$ cat src/rtl/tap_hold_dimmer_control_assert.svh
// ----------------------------------------------------------------------------
// Tap-and-hold dimmer assertion macros
// Shorthand for the concurrent checks in the dimmer RTL.
// ----------------------------------------------------------------------------
`ifndef TAP_HOLD_DIMMER_CONTROL_ASSERT_SVH
`define TAP_HOLD_DIMMER_CONTROL_ASSERT_SVH

// Same-cycle implication, checked outside reset.
`define THDC_ASSERT_SAME(name, clk, rst_n, ante, cons, msg) \
  name: assert property (@(posedge clk) disable iff (!(rst_n)) (ante) |-> (cons)) \
    else $error(msg);

// Next-cycle implication, checked outside reset.
`define THDC_ASSERT_NEXT(name, clk, rst_n, ante, cons, msg) \
  name: assert property (@(posedge clk) disable iff (!(rst_n)) (ante) |=> (cons)) \
    else $error(msg);

`endif

$ cat src/rtl/thdc_pkg.sv
`timescale 1ns / 1ps
// ----------------------------------------------------------------------------
// Tap-and-hold dimmer package
// Shared codes, constants and types of the dimmer controller.
// ----------------------------------------------------------------------------
package thdc_pkg;

  typedef enum logic [1:0] {
    OP_POLL      = 2'd0,
    OP_SET_POWER = 2'd1,
    OP_SET_LEVEL = 2'd2,
    OP_NOP       = 2'd3
  } op_e;

  typedef enum logic [1:0] {
    DIR_NONE = 2'd0,
    DIR_UP   = 2'd1,
    DIR_DOWN = 2'd2
  } dir_e;

  typedef enum logic [1:0] {
    REG_USER_RANGE = 2'd0,
    REG_LEVEL_MIN  = 2'd1,
    REG_LEVEL_MAX  = 2'd2,
    REG_WATT_MIN   = 2'd3
  } reg_idx_e;

  typedef enum logic [2:0] {
    S_IDLE,
    S_FRM_GO,
    S_FRM_WAIT,
    S_PWR_GO,
    S_PWR_WAIT,
    S_LOAD
  } seq_state_e;

  // Status of the switch state machine after the last update.
  typedef struct packed {
    logic       changed;
    logic       power;
    logic [7:0] level;
    logic       send;
  } sw_status_t;

  localparam logic [7:0]  HOLD_COUNT  = 8'd4;
  localparam logic [7:0]  COUNT_MAX   = 8'd255;
  localparam logic [31:0] RELEASE_MS  = 32'd500;
  localparam logic [7:0]  PCT_FULL    = 8'd100;

  localparam logic [7:0]  FRAME_HEAD0 = 8'hFF;
  localparam logic [7:0]  FRAME_HEAD1 = 8'h55;
  localparam logic [7:0]  FRAME_TAIL0 = 8'h05;
  localparam logic [7:0]  FRAME_TAIL1 = 8'hDC;
  localparam logic [7:0]  FRAME_TAIL2 = 8'h0A;

  localparam logic [7:0]  RST_USER_RANGE = 8'd100;
  localparam logic [7:0]  RST_LEVEL_MIN  = 8'd0;
  localparam logic [7:0]  RST_LEVEL_MAX  = 8'd255;
  localparam logic [6:0]  RST_WATT_MIN   = 7'd60;
  localparam logic [7:0]  RST_LEVEL      = 8'd1;

  // Divider: 16-bit magnitude dividend, one quotient bit per cycle.
  localparam int unsigned DIV_STEPS = 16;
  localparam int unsigned DIV_CNT_W = $clog2(DIV_STEPS);

endpackage

$ cat src/rtl/thdc_div.sv
`timescale 1ns / 1ps
// ----------------------------------------------------------------------------
// Tap-and-hold dimmer divider
// Signed restoring divider, truncating toward zero, one bit per cycle.
// ----------------------------------------------------------------------------
module thdc_div (
  input  logic               clk_i,
  input  logic               rst_ni,
  input  logic               start_i,
  input  logic signed [16:0] num_i,
  input  logic signed [8:0]  den_i,
  output logic               busy_o,
  output logic               done_o,
  output logic signed [16:0] quot_o
);

  logic                                busy_q, done_q, neg_q;
  logic [thdc_pkg::DIV_CNT_W-1:0]      cnt_q;
  logic [7:0]                          den_q, rem_q;
  logic [15:0]                         quo_q;
  logic signed [16:0]                  num_abs;
  logic signed [8:0]                   den_abs;
  logic [8:0]                          rem_sh, rem_sub;
  logic                                fits;

  assign num_abs = num_i[16] ? -num_i : num_i;
  assign den_abs = den_i[8] ? -den_i : den_i;

  assign rem_sh  = {rem_q, quo_q[15]};
  assign fits    = rem_sh >= {1'b0, den_q};
  assign rem_sub = rem_sh - {1'b0, den_q};

  always_ff @(posedge clk_i or negedge rst_ni) begin
    if (!rst_ni) begin
      busy_q <= 1'b0;
      done_q <= 1'b0;
      cnt_q  <= '0;
    end else begin
      done_q <= 1'b0;
      if (start_i) begin
        busy_q <= 1'b1;
        cnt_q  <= thdc_pkg::DIV_CNT_W'(thdc_pkg::DIV_STEPS - 1);
      end else if (busy_q) begin
        cnt_q <= cnt_q - 1'b1;
        if (cnt_q == '0) begin
          busy_q <= 1'b0;
          done_q <= 1'b1;
        end
      end
    end
  end

  always_ff @(posedge clk_i) begin
    if (start_i) begin
      neg_q <= num_i[16] ^ den_i[8];
      den_q <= den_abs[7:0];
      rem_q <= '0;
      quo_q <= num_abs[15:0];
    end else if (busy_q) begin
      rem_q <= fits ? rem_sub[7:0] : rem_sh[7:0];
      quo_q <= {quo_q[14:0], fits};
    end
  end

  assign busy_o = busy_q;
  assign done_o = done_q;
  assign quot_o = neg_q ? -$signed({1'b0, quo_q}) : $signed({1'b0, quo_q});

endmodule

$ cat src/rtl/thdc_switch.sv
`timescale 1ns / 1ps
// ----------------------------------------------------------------------------
// Tap-and-hold dimmer switch state
// Press counting, hold ramp, release toggle, level/power writes, second tick.
// ----------------------------------------------------------------------------
module thdc_switch (
  input  logic                   clk_i,
  input  logic                   rst_ni,
  input  logic                   upd_i,
  input  logic [1:0]             operation_i,
  input  logic                   switch_pressed_i,
  input  logic [31:0]            now_ms_i,
  input  logic [5:0]             second_now_i,
  input  logic                   power_value_i,
  input  logic [7:0]             level_value_i,
  input  logic [7:0]             user_range_i,
  output thdc_pkg::sw_status_t   status_o
);

  logic [7:0]      cnt_q, cnt_d;
  logic [31:0]     last_ms_q, last_ms_d;
  thdc_pkg::dir_e  dir_q, dir_d;
  logic            pwr_q, pwr_d;
  logic [7:0]      lvl_q, lvl_d;
  logic [5:0]      sec_q, sec_d;
  logic            chg_q, chg_d;
  logic            send_q, send_d;
  logic [31:0]     elapsed;

  assign elapsed = now_ms_i - last_ms_q;

  always_comb begin
    cnt_d     = cnt_q;
    last_ms_d = last_ms_q;
    dir_d     = dir_q;
    pwr_d     = pwr_q;
    lvl_d     = lvl_q;
    sec_d     = sec_q;
    chg_d     = 1'b0;
    send_d    = 1'b0;
    unique case (thdc_pkg::op_e'(operation_i))
      thdc_pkg::OP_POLL: begin
        if (switch_pressed_i) begin
          if (cnt_q != thdc_pkg::COUNT_MAX) begin
            cnt_d = cnt_q + 1'b1;
          end
          last_ms_d = now_ms_i;
          if (cnt_d > thdc_pkg::HOLD_COUNT) begin
            if (dir_q == thdc_pkg::DIR_NONE) begin
              if (!pwr_q) begin
                pwr_d = 1'b1;
                chg_d = 1'b1;
              end
              dir_d = (lvl_q < user_range_i) ? thdc_pkg::DIR_UP : thdc_pkg::DIR_DOWN;
            end
            // Step toward the end chosen by the first hold
            if (dir_d == thdc_pkg::DIR_UP) begin
              if (lvl_q < user_range_i) begin
                lvl_d = lvl_q + 1'b1;
              end
            end else if (lvl_q > 8'd1) begin
              lvl_d = lvl_q - 1'b1;
            end
          end
        end else if (elapsed > thdc_pkg::RELEASE_MS && cnt_q != '0) begin
          if (cnt_q <= thdc_pkg::HOLD_COUNT) begin
            pwr_d = ~pwr_q;
            chg_d = 1'b1;
          end
          cnt_d = '0;
        end
        if (second_now_i != sec_q) begin
          sec_d  = second_now_i;
          send_d = 1'b1;
        end
      end
      thdc_pkg::OP_SET_POWER: begin
        pwr_d = power_value_i;
      end
      thdc_pkg::OP_SET_LEVEL: begin
        if (level_value_i == '0) begin
          lvl_d = 8'd1;
        end else if (level_value_i > user_range_i) begin
          lvl_d = user_range_i;
        end else begin
          lvl_d = level_value_i;
        end
      end
      thdc_pkg::OP_NOP: begin
        pwr_d = pwr_q;
      end
    endcase
  end

  always_ff @(posedge clk_i or negedge rst_ni) begin
    if (!rst_ni) begin
      cnt_q     <= '0;
      last_ms_q <= '0;
      dir_q     <= thdc_pkg::DIR_NONE;
      pwr_q     <= 1'b0;
      lvl_q     <= thdc_pkg::RST_LEVEL;
      sec_q     <= '0;
      chg_q     <= 1'b0;
      send_q    <= 1'b0;
    end else if (upd_i) begin
      cnt_q     <= cnt_d;
      last_ms_q <= last_ms_d;
      dir_q     <= dir_d;
      pwr_q     <= pwr_d;
      lvl_q     <= lvl_d;
      sec_q     <= sec_d;
      chg_q     <= chg_d;
      send_q    <= send_d;
    end
  end

  assign status_o.changed = chg_q;
  assign status_o.power   = pwr_q;
  assign status_o.level   = lvl_q;
  assign status_o.send    = send_q;

endmodule

$ cat src/rtl/tap_hold_dimmer_control.sv
`timescale 1ns / 1ps
// ----------------------------------------------------------------------------
// Tap-and-hold dimmer controller
// Wall-switch tap/hold decoding, level ramp, frame and power-percent mapping.
// ----------------------------------------------------------------------------
// Each input word is one operation: a switch poll, a power write or a level
// write. The switch state updates at the accept edge. Then one shared signed
// 16-step serial divider, fed by a single 9x9 multiplier, evaluates the two
// range maps in turn. The first map is the frame level L = map(level, 1,
// user_range, level_min, level_max). The second is the power percent
// map(level, 0, user_range, watt_min, 100). The result word leaves through an
// output register. Each divider pass has a start step, a quotient-bit step for
// each bit of the 16-bit magnitude, and a capture of the result; a load step
// then moves the word into the output register. in_ready_o stays low from the
// accept edge and rises again at the edge that loads the word, so a new word
// is accepted only after the previous one has been loaded. A result word that
// is still waiting in the output register holds the load step, and so holds
// ready low, until the word is taken.
// Configuration goes through the APB port at byte addresses 0, 4, 8, 12 and
// must be written only while the block is idle.
// ----------------------------------------------------------------------------
`include "tap_hold_dimmer_control_assert.svh"

module tap_hold_dimmer_control (
  input  logic        clk_i,
  input  logic        rst_ni,
  // APB configuration port
  input  logic        psel,
  input  logic        penable,
  input  logic        pwrite,
  input  logic [3:0]  paddr,
  input  logic [31:0] pwdata,
  output logic [31:0] prdata,
  output logic        pready,
  // input words
  input  logic        in_valid_i,
  output logic        in_ready_o,
  input  logic [1:0]  operation_i,
  input  logic        switch_pressed_i,
  input  logic [31:0] now_ms_i,
  input  logic [5:0]  second_now_i,
  input  logic        power_value_i,
  input  logic [7:0]  level_value_i,
  // result words
  output logic        out_valid_o,
  input  logic        out_ready_i,
  output logic        changed_o,
  output logic        power_on_o,
  output logic [7:0]  level_now_o,
  output logic        send_frame_o,
  output logic [47:0] frame_o,
  output logic [6:0]  power_percent_o
);

  // --------------------------------------------------------------------------
  // Configuration registers
  // --------------------------------------------------------------------------
  logic [7:0] ur_q, lmin_q, lmax_q;
  logic [6:0] wm_q;
  logic       cfg_wr;

  assign pready = 1'b1;
  assign cfg_wr = psel && penable && pwrite && pready;

  always_ff @(posedge clk_i or negedge rst_ni) begin
    if (!rst_ni) begin
      ur_q   <= thdc_pkg::RST_USER_RANGE;
      lmin_q <= thdc_pkg::RST_LEVEL_MIN;
      lmax_q <= thdc_pkg::RST_LEVEL_MAX;
      wm_q   <= thdc_pkg::RST_WATT_MIN;
    end else if (cfg_wr) begin
      unique case (thdc_pkg::reg_idx_e'(paddr[3:2]))
        thdc_pkg::REG_USER_RANGE: ur_q   <= pwdata[7:0];
        thdc_pkg::REG_LEVEL_MIN:  lmin_q <= pwdata[7:0];
        thdc_pkg::REG_LEVEL_MAX:  lmax_q <= pwdata[7:0];
        thdc_pkg::REG_WATT_MIN:   wm_q   <= pwdata[6:0];
      endcase
    end
  end

  always_comb begin
    unique case (thdc_pkg::reg_idx_e'(paddr[3:2]))
      thdc_pkg::REG_USER_RANGE: prdata = {24'd0, ur_q};
      thdc_pkg::REG_LEVEL_MIN:  prdata = {24'd0, lmin_q};
      thdc_pkg::REG_LEVEL_MAX:  prdata = {24'd0, lmax_q};
      thdc_pkg::REG_WATT_MIN:   prdata = {25'd0, wm_q};
    endcase
  end

  // --------------------------------------------------------------------------
  // Switch state: advance on every accepted word
  // --------------------------------------------------------------------------
  thdc_pkg::seq_state_e state_q, state_d;
  thdc_pkg::sw_status_t sw;
  logic                 in_acc;

  assign in_ready_o = (state_q == thdc_pkg::S_IDLE);
  assign in_acc     = in_valid_i && in_ready_o;

  thdc_switch u_switch (
    .clk_i            (clk_i),
    .rst_ni           (rst_ni),
    .upd_i            (in_acc),
    .operation_i      (operation_i),
    .switch_pressed_i (switch_pressed_i),
    .now_ms_i         (now_ms_i),
    .second_now_i     (second_now_i),
    .power_value_i    (power_value_i),
    .level_value_i    (level_value_i),
    .user_range_i     (ur_q),
    .status_o         (sw)
  );

  // --------------------------------------------------------------------------
  // Shared multiply-divide: (x - a) * (d - c) / (b - a)
  // --------------------------------------------------------------------------
  logic signed [8:0]  mul_x, mul_d, div_den;
  logic signed [17:0] prod;
  logic               div_start, div_busy, div_done;
  logic signed [16:0] quot;
  logic               frm_go;
  logic               frm_empty, pwr_empty;

  assign frm_go = (state_q == thdc_pkg::S_FRM_GO);

  // Frame map runs level 1..user_range; percent map runs level 0..user_range.
  assign mul_x   = frm_go ? ($signed({1'b0, sw.level}) - 9'sd1)
                          : $signed({1'b0, sw.level});
  assign mul_d   = frm_go ? ($signed({1'b0, lmax_q}) - $signed({1'b0, lmin_q}))
                          : ($signed({1'b0, thdc_pkg::PCT_FULL}) - $signed({2'b00, wm_q}));
  assign div_den = frm_go ? ($signed({1'b0, ur_q}) - 9'sd1) : $signed({1'b0, ur_q});
  assign prod    = mul_x * mul_d;

  assign frm_empty = (ur_q == 8'd1);
  assign pwr_empty = (ur_q == 8'd0);

  thdc_div u_div (
    .clk_i   (clk_i),
    .rst_ni  (rst_ni),
    .start_i (div_start),
    .num_i   (prod[16:0]),
    .den_i   (div_den),
    .busy_o  (div_busy),
    .done_o  (div_done),
    .quot_o  (quot)
  );

  // --------------------------------------------------------------------------
  // Sequencer
  // --------------------------------------------------------------------------
  logic       out_valid_q;
  logic       frm_cap, pct_cap, out_load;
  logic [7:0] frm_lvl_q;
  logic [6:0] pct_q;
  logic [7:0] frm_lvl_d;
  logic [6:0] pct_d;

  always_ff @(posedge clk_i or negedge rst_ni) begin
    if (!rst_ni) begin
      state_q <= thdc_pkg::S_IDLE;
    end else begin
      state_q <= state_d;
    end
  end

  always_comb begin
    state_d   = state_q;
    div_start = 1'b0;
    frm_cap   = 1'b0;
    pct_cap   = 1'b0;
    out_load  = 1'b0;
    unique case (state_q)
      thdc_pkg::S_IDLE: begin
        if (in_acc) begin
          state_d = thdc_pkg::S_FRM_GO;
        end
      end
      thdc_pkg::S_FRM_GO: begin
        div_start = 1'b1;
        state_d   = thdc_pkg::S_FRM_WAIT;
      end
      thdc_pkg::S_FRM_WAIT: begin
        if (div_done) begin
          frm_cap = 1'b1;
          state_d = thdc_pkg::S_PWR_GO;
        end
      end
      thdc_pkg::S_PWR_GO: begin
        div_start = 1'b1;
        state_d   = thdc_pkg::S_PWR_WAIT;
      end
      thdc_pkg::S_PWR_WAIT: begin
        if (div_done) begin
          pct_cap = 1'b1;
          state_d = thdc_pkg::S_LOAD;
        end
      end
      thdc_pkg::S_LOAD: begin
        // Hold until the previous result word is taken
        if (!out_valid_q || out_ready_i) begin
          out_load = 1'b1;
          state_d  = thdc_pkg::S_IDLE;
        end
      end
      default: begin
        state_d = thdc_pkg::S_IDLE;
      end
    endcase
  end

  // Add the low output bound back; an empty input range gives the bound alone, and power off gives frame level 0.
  always_comb begin
    frm_lvl_d = frm_empty ? lmin_q : (quot[7:0] + lmin_q);
    if (!sw.power) begin
      frm_lvl_d = '0;
    end
    pct_d = pwr_empty ? wm_q : (quot[6:0] + wm_q);
  end

  always_ff @(posedge clk_i) begin
    if (frm_cap) begin
      frm_lvl_q <= frm_lvl_d;
    end
    if (pct_cap) begin
      pct_q <= pct_d;
    end
  end

  // --------------------------------------------------------------------------
  // Output register
  // --------------------------------------------------------------------------
  always_ff @(posedge clk_i or negedge rst_ni) begin
    if (!rst_ni) begin
      out_valid_q <= 1'b0;
    end else if (out_load) begin
      out_valid_q <= 1'b1;
    end else if (out_ready_i) begin
      out_valid_q <= 1'b0;
    end
  end

  always_ff @(posedge clk_i) begin
    if (out_load) begin
      changed_o       <= sw.changed;
      power_on_o      <= sw.power;
      level_now_o     <= sw.level;
      send_frame_o    <= sw.send;
      power_percent_o <= pct_q;
      frame_o         <= sw.send ? {thdc_pkg::FRAME_HEAD0, thdc_pkg::FRAME_HEAD1, frm_lvl_q,
                                    thdc_pkg::FRAME_TAIL0, thdc_pkg::FRAME_TAIL1,
                                    thdc_pkg::FRAME_TAIL2}
                                 : 48'd0;
    end
  end

  assign out_valid_o = out_valid_q;

  // --------------------------------------------------------------------------
  // Assertions
  // --------------------------------------------------------------------------
  `THDC_ASSERT_SAME(a_ready_div_idle, clk_i, rst_ni, in_ready_o, !div_busy,
                    "input ready while the divider is busy")
  `THDC_ASSERT_NEXT(a_accept_drops_ready, clk_i, rst_ni, in_acc, !in_ready_o,
                    "ready stayed high after an accepted word")
  `THDC_ASSERT_SAME(a_done_in_wait, clk_i, rst_ni, div_done,
                    state_q == thdc_pkg::S_FRM_WAIT || state_q == thdc_pkg::S_PWR_WAIT,
                    "divider finished outside a wait state")

endmodule

$ cat config.mk
export PLATFORM = sky130hd
export DESIGN_NAME = tap_hold_dimmer_control
export DESIGN_NICKNAME = d
export VERILOG_FILES = /design/src/rtl/thdc_pkg.sv /design/src/rtl/thdc_div.sv /design/src/rtl/thdc_switch.sv /design/src/rtl/tap_hold_dimmer_control.sv
export VERILOG_INCLUDE_DIRS = /design/src /design/src/rtl
export SDC_FILE = /design/constraint.sdc
export NUM_CORES = 1
export LEC_CHECK = 0
export ABC_AREA = 0
export BUFFER_PORTS_ARGS = -buffer_cell sky130_fd_sc_hd__buf_4
export CAP_MARGIN = 10
export CORE_MARGIN = 1
export CORE_UTILIZATION = 40
export DETAILED_ROUTE_END_ITERATION = 8
export PLACE_DENSITY = 0.66
export SETUP_SLACK_MARGIN = 0.2
export SYNTH_ARGS = -nofsm -noshare
export SYNTH_HDL_FRONTEND = slang
export SYNTH_SLANG_ARGS = --single-unit
$ cat constraint.sdc
create_clock -name clk_i -period 12.87 [get_ports clk_i]
set_input_delay 1.287 -clock clk_i [delete_from_list [all_inputs] [get_ports clk_i]]
set_output_delay 1.287 -clock clk_i [all_outputs]
set_load 0.02 [all_outputs]
==> results.ini <==
[outcome]
outcome=completed

[cts]
postCtsSetupRepairBufs=0
cts_root_buffer=clkbuf_16
cts_tree=done
htree_levels=4
clock_path_buffers=2
cts-buffers-inserted=17
clkLatencyLatePin_ns=0.47
cts_resized=0
cts.sinks=174
clk_pin_slew_ns=0.07
holdBufCountCts=0

[finish]
n_antenna_cell=0
stdcell_count=2444
drive_gt1_share_pct=13.34
final_cell_area_mm2=0.01795
final_cell_mix=201 x nand2_1, 172 x inv_1, 137 x buf_4
syn_to_final_growth_pct=10.55
fin_nets=2194
final_common_cell=nand2_1

[job]
maxCapViolations=0

[timing]
timing.fmax_mhz=113.6
setup_viol_count_final=0
fin_crit_ns=8.803
maxSlewViolCount=0
tns_ns=0
final.setup_skew_ns=0.01494
tightest_slew_ns=1.236
slew_headroom_pct=17.45
rsz0062_at_grt=no
post-route-period-util_pct=68.40
finalHoldViolCount=0
fin_ws_ns=4.067

[setup_path]
crit_top_cell=fa_1
crit_type=flop to flop
critPathLaunchType=flop
path_buf_inv=5
r2r_slack_ns=4.07
worst_setup_path_end_kind=flop
critPathTopFamily=adder cells
critPathRequiredTime_ns=13.07
cp_max_fo=49
max_stage_delay_ns=0.58
reg2reg_from=state_q[2]
r2r_cells=25
r2r_end=u_div.quo_q[14]
arrival_ns=9.00
cp_slowest_cell=inv_2

[floorplan]
coreArea_mm2=0.03991
placementRows=73
start_util_pct=40.68
dieArea_mm2=0.04140
die_w_um=203.5
die_h_um=203.5
ios=194

[worst_hold_path]
hold_depth=0
hp-start=pct_q[5]
min_path_type=flop to flop
min_to=power_percent_o[5]

[route]
first_iter_violations=969
ant_nets=0
viasPerCell=5.520
drc=0
wire_per_inst_um=16.66
route.vias.total=13490
wirelength_um=40730
drt-pass1-iter-count=6

[synthesis]
ys_types=87
synth_edf_count=66
synth_async_sr_flop_share_pct=57.47
netlist_instances=1839
avgSynthCellArea_um2=8.828
yosysSeqAreaShare_pct=28.73
syn-cell-area_mm2=0.01624
yosys_most_used_dff=dfrtp_1
yosys_warnings=0
ys_ff_latch=174

[global_route]
grt_pass1_wl_um=67250
overflow=0
antenna_found_initial=0
globalRouteTotalUtil_pct=20.31
grt_max_degree=68
grt_pass1_vias=13240

[placement]
gp_congestion=0.9031
placed_area_mm2=0.01734
dp.cells=2412
port_buffers=123
place_ws_ns=4.143
hpwlAfterDp_um=31620

per-layer routing:
| metal | part of all wire [%] | wire (um) | GRT usage (%) | vias up |
|---|---|---|---|---|
| met4 | 2.9 | 1191 | 7.868 | 0 |
| met2 | 48 | 19470 | 33.95 | 368 |
| met1 | 44 | 18120 | 26.02 | 6579 |
| met3 | 4.8 | 1946 | 3.579 | 66 |
| met5 | 0 | 0 | 0 | - |
| li1 | - | - | - | 6478 |
final cells by class:
type / instances / area, um^2
Inverter: 173 / 649.4
Sequential cell: 174 / 4664
Fill cell: 3882 / 21970
Multi-Input combinational cell: 1403 / 10340
Clock inverter: 13 / 145.1
Tap cell: 525 / 656.9
Clock buffer: 19 / 464.2
Timing Repair Buffer: 137 / 1028
cell usage after synthesis, types with 7 or more instances:
library cell / number / share of area, %
o211ai_1: 25 / 1.2
a21boi_0: 11 / 0.51
nand4_1: 28 / 1.1
o21bai_1: 10 / 0.46
dfstp_2: 16 / 2.6
a2111oi_0: 8 / 0.43
dfxtp_1: 8 / 0.99
a31oi_1: 11 / 0.42
mux2i_1: 24 / 1.5
o21a_1: 10 / 0.46
buf_2: 8 / 0.25
o2111a_1: 9 / 0.62
mux2_2: 32 / 2.2
nand2b_1: 25 / 0.96
inv_1: 172 / 4.0
or2_2: 7 / 0.27
or3_1: 11 / 0.42
and2_1: 27 / 1.0
dfrtp_1: 84 / 13
clkbuf_1: 52 / 1.2
a21o_1: 20 / 0.92
and3_1: 14 / 0.54
xor2_1: 25 / 1.3
nor3_1: 45 / 1.4
nor2b_1: 23 / 0.89
nand3_1: 47 / 1.4
ha_1: 123 / 9.5
mux4_2: 7 / 0.97
edfxtp_1: 66 / 12
nor2_1: 123 / 2.8
fa_1: 72 / 8.9
xnor2_1: 70 / 3.8
o22ai_1: 8 / 0.31
a21oi_1: 87 / 2.7
nand2_1: 201 / 4.6
buf_4: 65 / 3.0
o21ai_0: 120 / 3.7
o2111ai_1: 8 / 0.43
nor4_1: 16 / 0.62
a211oi_1: 13 / 0.60
per-stage QoR:
step                utilization, %  hold slack, ns
floorplan                        -          0.4003
global placement             43.44          0.4031
detailed placement           43.44          0.4052
CTS                          44.97          0.4226
global route                 44.97          0.4250
finish                       44.97          0.4164
worst max-delay path by stage:
stage,slack [ns],depth (start not counted),to,from
2_1_floorplan,5.06,28,u_div.quo_q[14],lmax_q[0]
4_1_cts,4.12,25,u_div.quo_q[14],state_q[2]
3_3_place_gp,4.25,25,u_div.quo_q[14],state_q[2]
5_1_grt,3.45,25,u_div.quo_q[15],state_q[2]
3_5_place_dp,4.14,25,u_div.quo_q[14],state_q[2]
6_report,4.07,25,u_div.quo_q[14],state_q[2]
cell families after synthesis:
family                   count (synthesis)  synth area share (%)
AO/OA/AOI/OAI                          404                 16.25
AND/OR/NAND/NOR                        601                 18.04
adder cells (fa/ha/maj)                195                 18.36
XOR/XNOR                                96                 5.225
flip-flops                             174                 28.73
multiplexers                            63                 4.670
buffers and inverters                  304                 8.685
other                                    2               0.04626
state kept, by name (all words and copies together), names as in the netlist, 4 cells and up:
signal and cells:
frm_lvl_q 8, lmax_q 8, lmin_q 8, wm_q 7, power_percent_o 7, frame_o 9, u_switch.last_ms_q 32, pct_q 7
u_div.cnt_q 4, u_div.quo_q 16, ur_q 8, u_div.den_q 8, u_switch.sec_q 6, u_div.rem_q 8, u_switch.lvl_q 8, level_now_o 8
u_switch.cnt_q 8
Power is not shown: default switching activity piles up to over one toggle a cycle in this logic, so the estimate is an artifact.
